## config.mk

```make
export PLATFORM = sky130hd
export DESIGN_NAME = ihp_alu
export DESIGN_NICKNAME = d
export VERILOG_FILES = /design/src/rtl/core/ihp_pkg.sv /design/src/rtl/core/ihp_alu.sv
export SDC_FILE = /design/constraint.sdc
export NUM_CORES = 1
export LEC_CHECK = 0
export BUFFER_PORTS_ARGS = -buffer_cell sky130_fd_sc_hd__clkbuf_2
export CORE_MARGIN = 4
export CORE_UTILIZATION = 37
export DETAILED_ROUTE_END_ITERATION = 6
export SYNTH_ARGS = -nofsm -noshare
export SYNTH_HDL_FRONTEND = slang
export SYNTH_SLANG_ARGS = --single-unit
```

## constraint.sdc

```tcl
create_clock -name vclk -period 4.9
set_input_delay 0.245 -clock vclk [all_inputs]
set_output_delay 0.245 -clock vclk [all_outputs]
set_load 0.03 [all_outputs]
```

## src/rtl/core/ihp_pkg.sv

```systemverilog
// Package for the indexed max-heap block: sizes, operation and status codes, entry type.
// It has no dependencies. The RAM, the compare unit and the top level import it.
package ihp_pkg;

    localparam int CAPACITY  = 256;
    localparam int NODE_BITS = 16;
    localparam int ADDR_W    = $clog2(CAPACITY);
    localparam int CNT_W     = ADDR_W + 1;
    localparam int PRIO_W    = 32;

    localparam logic [2:0] KIND_PUSH  = 3'd0;
    localparam logic [2:0] KIND_POP   = 3'd1;
    localparam logic [2:0] KIND_DEC   = 3'd2;
    localparam logic [2:0] KIND_INC   = 3'd3;
    localparam logic [2:0] KIND_QUERY = 3'd4;

    localparam logic [1:0] ST_DONE = 2'd0;
    localparam logic [1:0] ST_IGN  = 2'd1;
    localparam logic [1:0] ST_FULL = 2'd2;

    typedef struct packed {
        logic signed [PRIO_W-1:0] prio;
        logic [NODE_BITS-1:0]     u;
        logic [NODE_BITS-1:0]     v;
    } t_entry;

    typedef struct packed {
        logic signed [PRIO_W-1:0] a;
        logic signed [PRIO_W-1:0] b;
        logic                     sub;
    } t_alu_req;

    typedef struct packed {
        logic signed [PRIO_W-1:0] sum;
        logic                     gt;
    } t_alu_rsp;

endpackage

```

## src/rtl/core/ihp_alu.sv

```systemverilog
// Shared arithmetic unit: saturating add or subtract and a signed greater-than compare.
// It depends on ihp_pkg for the request and response types.
module ihp_alu
    import ihp_pkg::*;
(
    input  t_alu_req i_req,
    output t_alu_rsp o_rsp
);

    logic signed [PRIO_W:0] w_ext;

    always_comb begin
        if (i_req.sub) begin
            w_ext = {i_req.a[PRIO_W-1], i_req.a} - {i_req.b[PRIO_W-1], i_req.b};
        end else begin
            w_ext = {i_req.a[PRIO_W-1], i_req.a} + {i_req.b[PRIO_W-1], i_req.b};
        end
        if (w_ext[PRIO_W] != w_ext[PRIO_W-1]) begin
            o_rsp.sum = w_ext[PRIO_W] ? {1'b1, {(PRIO_W-1){1'b0}}} : {1'b0, {(PRIO_W-1){1'b1}}};
        end else begin
            o_rsp.sum = w_ext[PRIO_W-1:0];
        end
        o_rsp.gt = (i_req.a > i_req.b);
    end

endmodule

```

==> results of run 1 <==
## per-stage QoR
stage	area (um^2)	util, %	hold WS [ps]
5_1_grt	4730	43.0	1020
2_1_floorplan	4210	-	828
3_3_place_gp	4730	43.0	971
3_5_place_dp	4730	43.0	990
4_1_cts	4730	43.0	989
6_report	4730	43.0	981
## power by group
| group | total, mW | internal, mW | switching [mW] |
|---|---|---|---|
| clock network | 0 | 0 | 0 |
| logic | 0.905 | 0.292 | 0.613 |
| registers | 0 | 0 | 0 |
## critical path, cell delays in order
cell and delay [ps]:
clkbuf_2 90, inv_1 40, ha_1 460, nand2b_1 170
a311oi_1 370, a211oi_1 120, o31ai_1 450, o211ai_1 230
o21ai_2 240, mux2i_4 400, nand2_2 430, a21oi_1 290
clkbuf_2 230
## cells by family (layout without fill, tap and decap cells)
| logic type | count (synthesis) | in the layout | share of synthesized area (%) |
|---|---|---|---|
| xor gates and xnor gates | 30 | 30 | 6.42 |
| adders and majority gates | 71 | 71 | 21.2 |
| AOI/OAI and AO/OA | 248 | 248 | 38.3 |
| buffers and inverters | 99 | 164 | 9.63 |
| muxes | 3 | 3 | 1.01 |
| and+or+nand+nor | 196 | 196 | 23.4 |
## layer usage
layer	up-vias	wire length (um)	track usage, %
met3	14	690	0.846
met1	2311	6670	29.4
met5	-	0	0
met2	161	6970	37.1
li1	2486	-	-
met4	0	181	3.21
## cell usage in the layout, fill, tap and decap left out, drive strengths merged, types with 4 or more instances in the layout
master | netlist | layout
a2111oi | 5 | 5
a211oi | 11 | 11
a21o | 12 | 12
a21oi | 77 | 77
a221oi | 5 | 5
a311oi | 4 | 4
a31oi | 7 | 7
and3 | 6 | 6
clkbuf | 19 | 98
ha | 65 | 65
inv | 63 | 63
maj3 | 4 | 4
nand2 | 42 | 42
nand2b | 9 | 9
nand3 | 12 | 12
nand4 | 7 | 7
nor2 | 58 | 58
nor2b | 15 | 15
nor3 | 20 | 20
nor4 | 12 | 12
o211ai | 9 | 9
o21ai | 62 | 62
o21bai | 13 | 13
o311ai | 4 | 4
o31ai | 9 | 9
or3 | 5 | 5
xnor2 | 25 | 25
xor2 | 5 | 5
## worst min-delay path by stage
stage               endpoint  slack [ps]
global route        o_rsp[1]        1020
floorplan           o_rsp[1]         830
CTS                 o_rsp[1]         990
detailed placement  o_rsp[1]         990
global placement    o_rsp[1]         970
finish              o_rsp[1]         980
## final cells by class
| class | count | area [um^2] |
|---|---|---|
| fill | 1199 | 6260 |
| tap | 140 | 175 |
| inverter | 64 | 240 |
| timing repair buffer | 100 | 505 |
| multi-input combinational | 548 | 3810 |
==> summary.txt, run 1 <==
Status -> finished, final reports clean
Ant diodes -> 0
# IOs -> 98
HP Start -> i_req[1]
Placed cell count -> 852
Post-route DRC violation count -> 0
Worst slack, placed -> 888 ps
Sequential area share after synthesis -> 0%
Post_cts resized -> 0
Port buffer count -> 98
Warnings from Yosys -> 0
Row Count -> 38
DR WL/cell -> 17.0 um
Syn Nets -> 779
LEAKAGE -> 2.17 nW
Power Density -> 191 nW/um^2
Final Instance Count excl. Fillers -> 852
Core area -> 11000 um^2
Maximum number of pins on one net before global-route repair -> 35
Maximum net fanout on the critical path -> 27
Cts hold-fix bufs -> 0
Final worst path period share -> 82.1%
TNS Setup -> 0 ps
CP Launch Type -> input pin
Die Span Y -> 115 um
Die width -> 115 um
Initial antenna violation count -> 0
Mapped Area -> 4210 um^2
Worst Setup EP -> o_rsp[31]
Drt pass-1 iters -> 5
Crit path DAT -> 3780 ps
Min Tclk post-route -> 4020 ps
Die area -> 13200 um^2
CP Class -> in -> out
Count leader, synth -> a21oi_1
Initial Util -> 38.3%
Setup violations, final -> 0
CP required -> 4660 ps
Worst setup margin -> 879 ps
CP endpoint kind -> primary output
Fmax -> 0.249 GHz
First-pass GRT wire length -> 23600 um
Worst slew pin tran -> 901 ps
Post-DRT Antenna Nets -> 0
Detailed Route Iter0 Violations -> 238
Congestion Overflow GR -> 0
Crit. Startpoint -> i_req[6]
Endpoints failing hold -> 0
Hold path cells -> 4
Slew headroom -> 38.4%
Gr usage total -> 21.2%
Slew Limit Fails -> 0
Synth area leaders -> ha_1, a21oi_1, inv_1, o21ai_0, nor2_1
Max_cap viols -> 0
Synth unique cells -> 73
Final net count -> 846
Peak supply drop -> 0.125 mV
Power Total -> 0.905 mW
Hpwl dp -> 11900 um
Layout cells sized above 1 -> 17.0%
Synth Instances -> 647
DRT Wirelength -> 14500 um
Synth top area share -> 19.3%
GPL Wtd Cong -> 0.910
Mean Syn Cell Area -> 6.51 um^2
RSZ-0062 raised after global routing -> no
Min-Delay Path Class -> in -> out
Post-synth top area cell -> ha_1
FF+latch count -> 0
Top cells by count, synth -> a21oi_1, ha_1, inv_1, nor2_1, o21ai_0
Vias/cell -> 5.84
Vias in the first global route -> 4787
Flip-flop and latch area -> 0 um^2
Via count -> 4972
# clk buffers -> 0
Area delta synth->final -> 12.2%
Number of buffers added for setup after CTS -> 0
Note: power is estimated with default switching activity, not from simulation.
==> run 2, diff against run 1 <==
- clock period: 4.9 -> 3.2 ns (I/O delays scaled with it)
==> run 2 against run 1 <==
Compared with the run above:
- the run now ends with negative setup slack left
- final cell count increased by 18%
- hold slack got worse by 83 ps
- global-route usage increased by 2.4 points
- largest power group unchanged
==> summary.txt, run 2 (same netlist as run 1, synthesis figures left out) <==
Status -> finished, violations left
Failing checks -> negative setup slack
Critical path depth -> 15
Min-Delay Path Class -> in -> out
# clk buffers -> 0
Congestion Overflow GR -> 0
Final net count -> 999
Setup violations, final -> 1
Fmax -> 0.309 GHz
Initial Util -> 38.3%
# IOs -> 98
Drt pass-1 iters -> 5
Maximum number of pins on one net before global-route repair -> 27
CP most frequent cell -> a21oi_4
Maximum net fanout on the critical path -> 4
Min Tclk post-route -> 3240 ps
Worst slew pin tran -> 528 ps
Vias in the first global route -> 5558
Via count -> 5782
CP bufs+invs -> 4
CP Launch Type -> input pin
Die area -> 13200 um^2
Fill cells -> 1042
Crit path DAT -> 3080 ps
Final Util -> 60.6%
Most frequent cells in the layout -> buf_4, a21oi_1, clkbuf_2
Slew Limit Fails -> 0
Hold path cells -> 5
Flip-flop and latch area -> 0 um^2
RSZ-0062 raised after global routing -> yes
First-pass GRT wire length -> 26100 um
LEAKAGE -> 3.04 nW
DRT Wirelength -> 17600 um
Gr usage total -> 23.6%
Max_cap viols -> 0
CP endpoint kind -> primary output
CP delay by family, top -> compound AO/OA/AOI/OAI gates
HP Start -> i_req[33]
Die width -> 115 um
Endpoints failing hold -> 0
Crit-path max cell delay -> 400 ps
Detailed Route Iter0 Violations -> 341
Placed cell count -> 978
Crit-path cells -> clkbuf_2, buf_4, ha_2, inv_1, fa_2, a211oi_4, o21bai_2, a2111oi_4, or3_4, a21oi_4, a31oi_1, o221ai_1, xnor2_1, a21oi_4, buf_6
Final worst path period share -> 101%
Post-route DRC violation count -> 0
Post-DRT Antenna Nets -> 0
Leading cell type in the layout, fill and taps excluded -> buf_4
Row Count -> 38
Ant diodes -> 0
Port buffer count -> 98
CP Class -> in -> out
GPL Wtd Cong -> 0.959
Hold EP -> o_rsp[1]
Layout cells sized above 1 -> 40.0%
Power Total -> 2.07 mW
Peak supply drop -> 0.235 mV
Core area -> 11000 um^2
DR WL/cell -> 17.5 um
Vias/cell -> 5.75
Hold slack final -> 899 ps
CP required -> 3040 ps
Area delta synth->final -> 57.9%
Die Span Y -> 115 um
FF+latch count -> 0
Power Density -> 311 nW/um^2
Final Instance Count excl. Fillers -> 1005
Cts hold-fix bufs -> 0
Slew headroom -> 64.3%
Hpwl dp -> 13300 um
Crit path max-delay cell type -> fa_2
Initial antenna violation count -> 0
Worst setup margin -> -38.7 ps
[run 2: per-stage QoR]
step,cell area (um^2),setup WS [ps],setup TNS (ps)
2_1_floorplan,4210,150,0
3_3_place_gp,5690,-308,-6550
3_5_place_dp,5690,-329,-6990
4_1_cts,5940,-33.2,-79.1
5_1_grt,6650,-92.4,-1500
6_report,6650,-38.7,-38.7
[run 2: area by class of cell]
type | instances | area (um^2) | share of cell area [%]
repair buffers | 252 | 1890 | 28.4
inverters | 64 | 240 | 3.61
multi-input cells | 549 | 4350 | 65.3
well taps | 140 | 175 | 2.63
[run 2: repair_timing]
| action | CTS | global route |
|---|---|---|
| hold endpoints to repair | 0 | 0 |
| buffers inserted | 11 | 14 |
| gates resized for setup | 38 | 177 |
| pin swaps | 16 | 40 |
| cloned | 2 | 2 |
| endpoints found under the setup margin | 31 | 32 |
[run 2: how the worst max path moves through the flow]
stage	start	end
after floorplan	i_req[33]	o_rsp[23]
after global placement	i_req[12]	o_rsp[4]
after detailed placement	i_req[12]	o_rsp[6]
after CTS	i_req[1]	o_rsp[22]
after global routing	i_req[1]	o_rsp[31]
final	i_req[1]	o_rsp[31]
[run 2: routing by layer]
layer,vias up,GRT usage [%],routed length (um)
met1,2735,30.2,7210
met2,213,42.2,8830
met3,35,1.53,1020
met5,-,0,0
li1,2799,-,-
met4,0,7.43,559
[run 2: where the power goes]
part | internal, mW | switching [mW] | total [mW]
combinational | 0.907 | 1.16 | 2.07
sequential | 0 | 0 | 0
clock | 0 | 0 | 0
total | 0.907 | 1.16 | 2.07
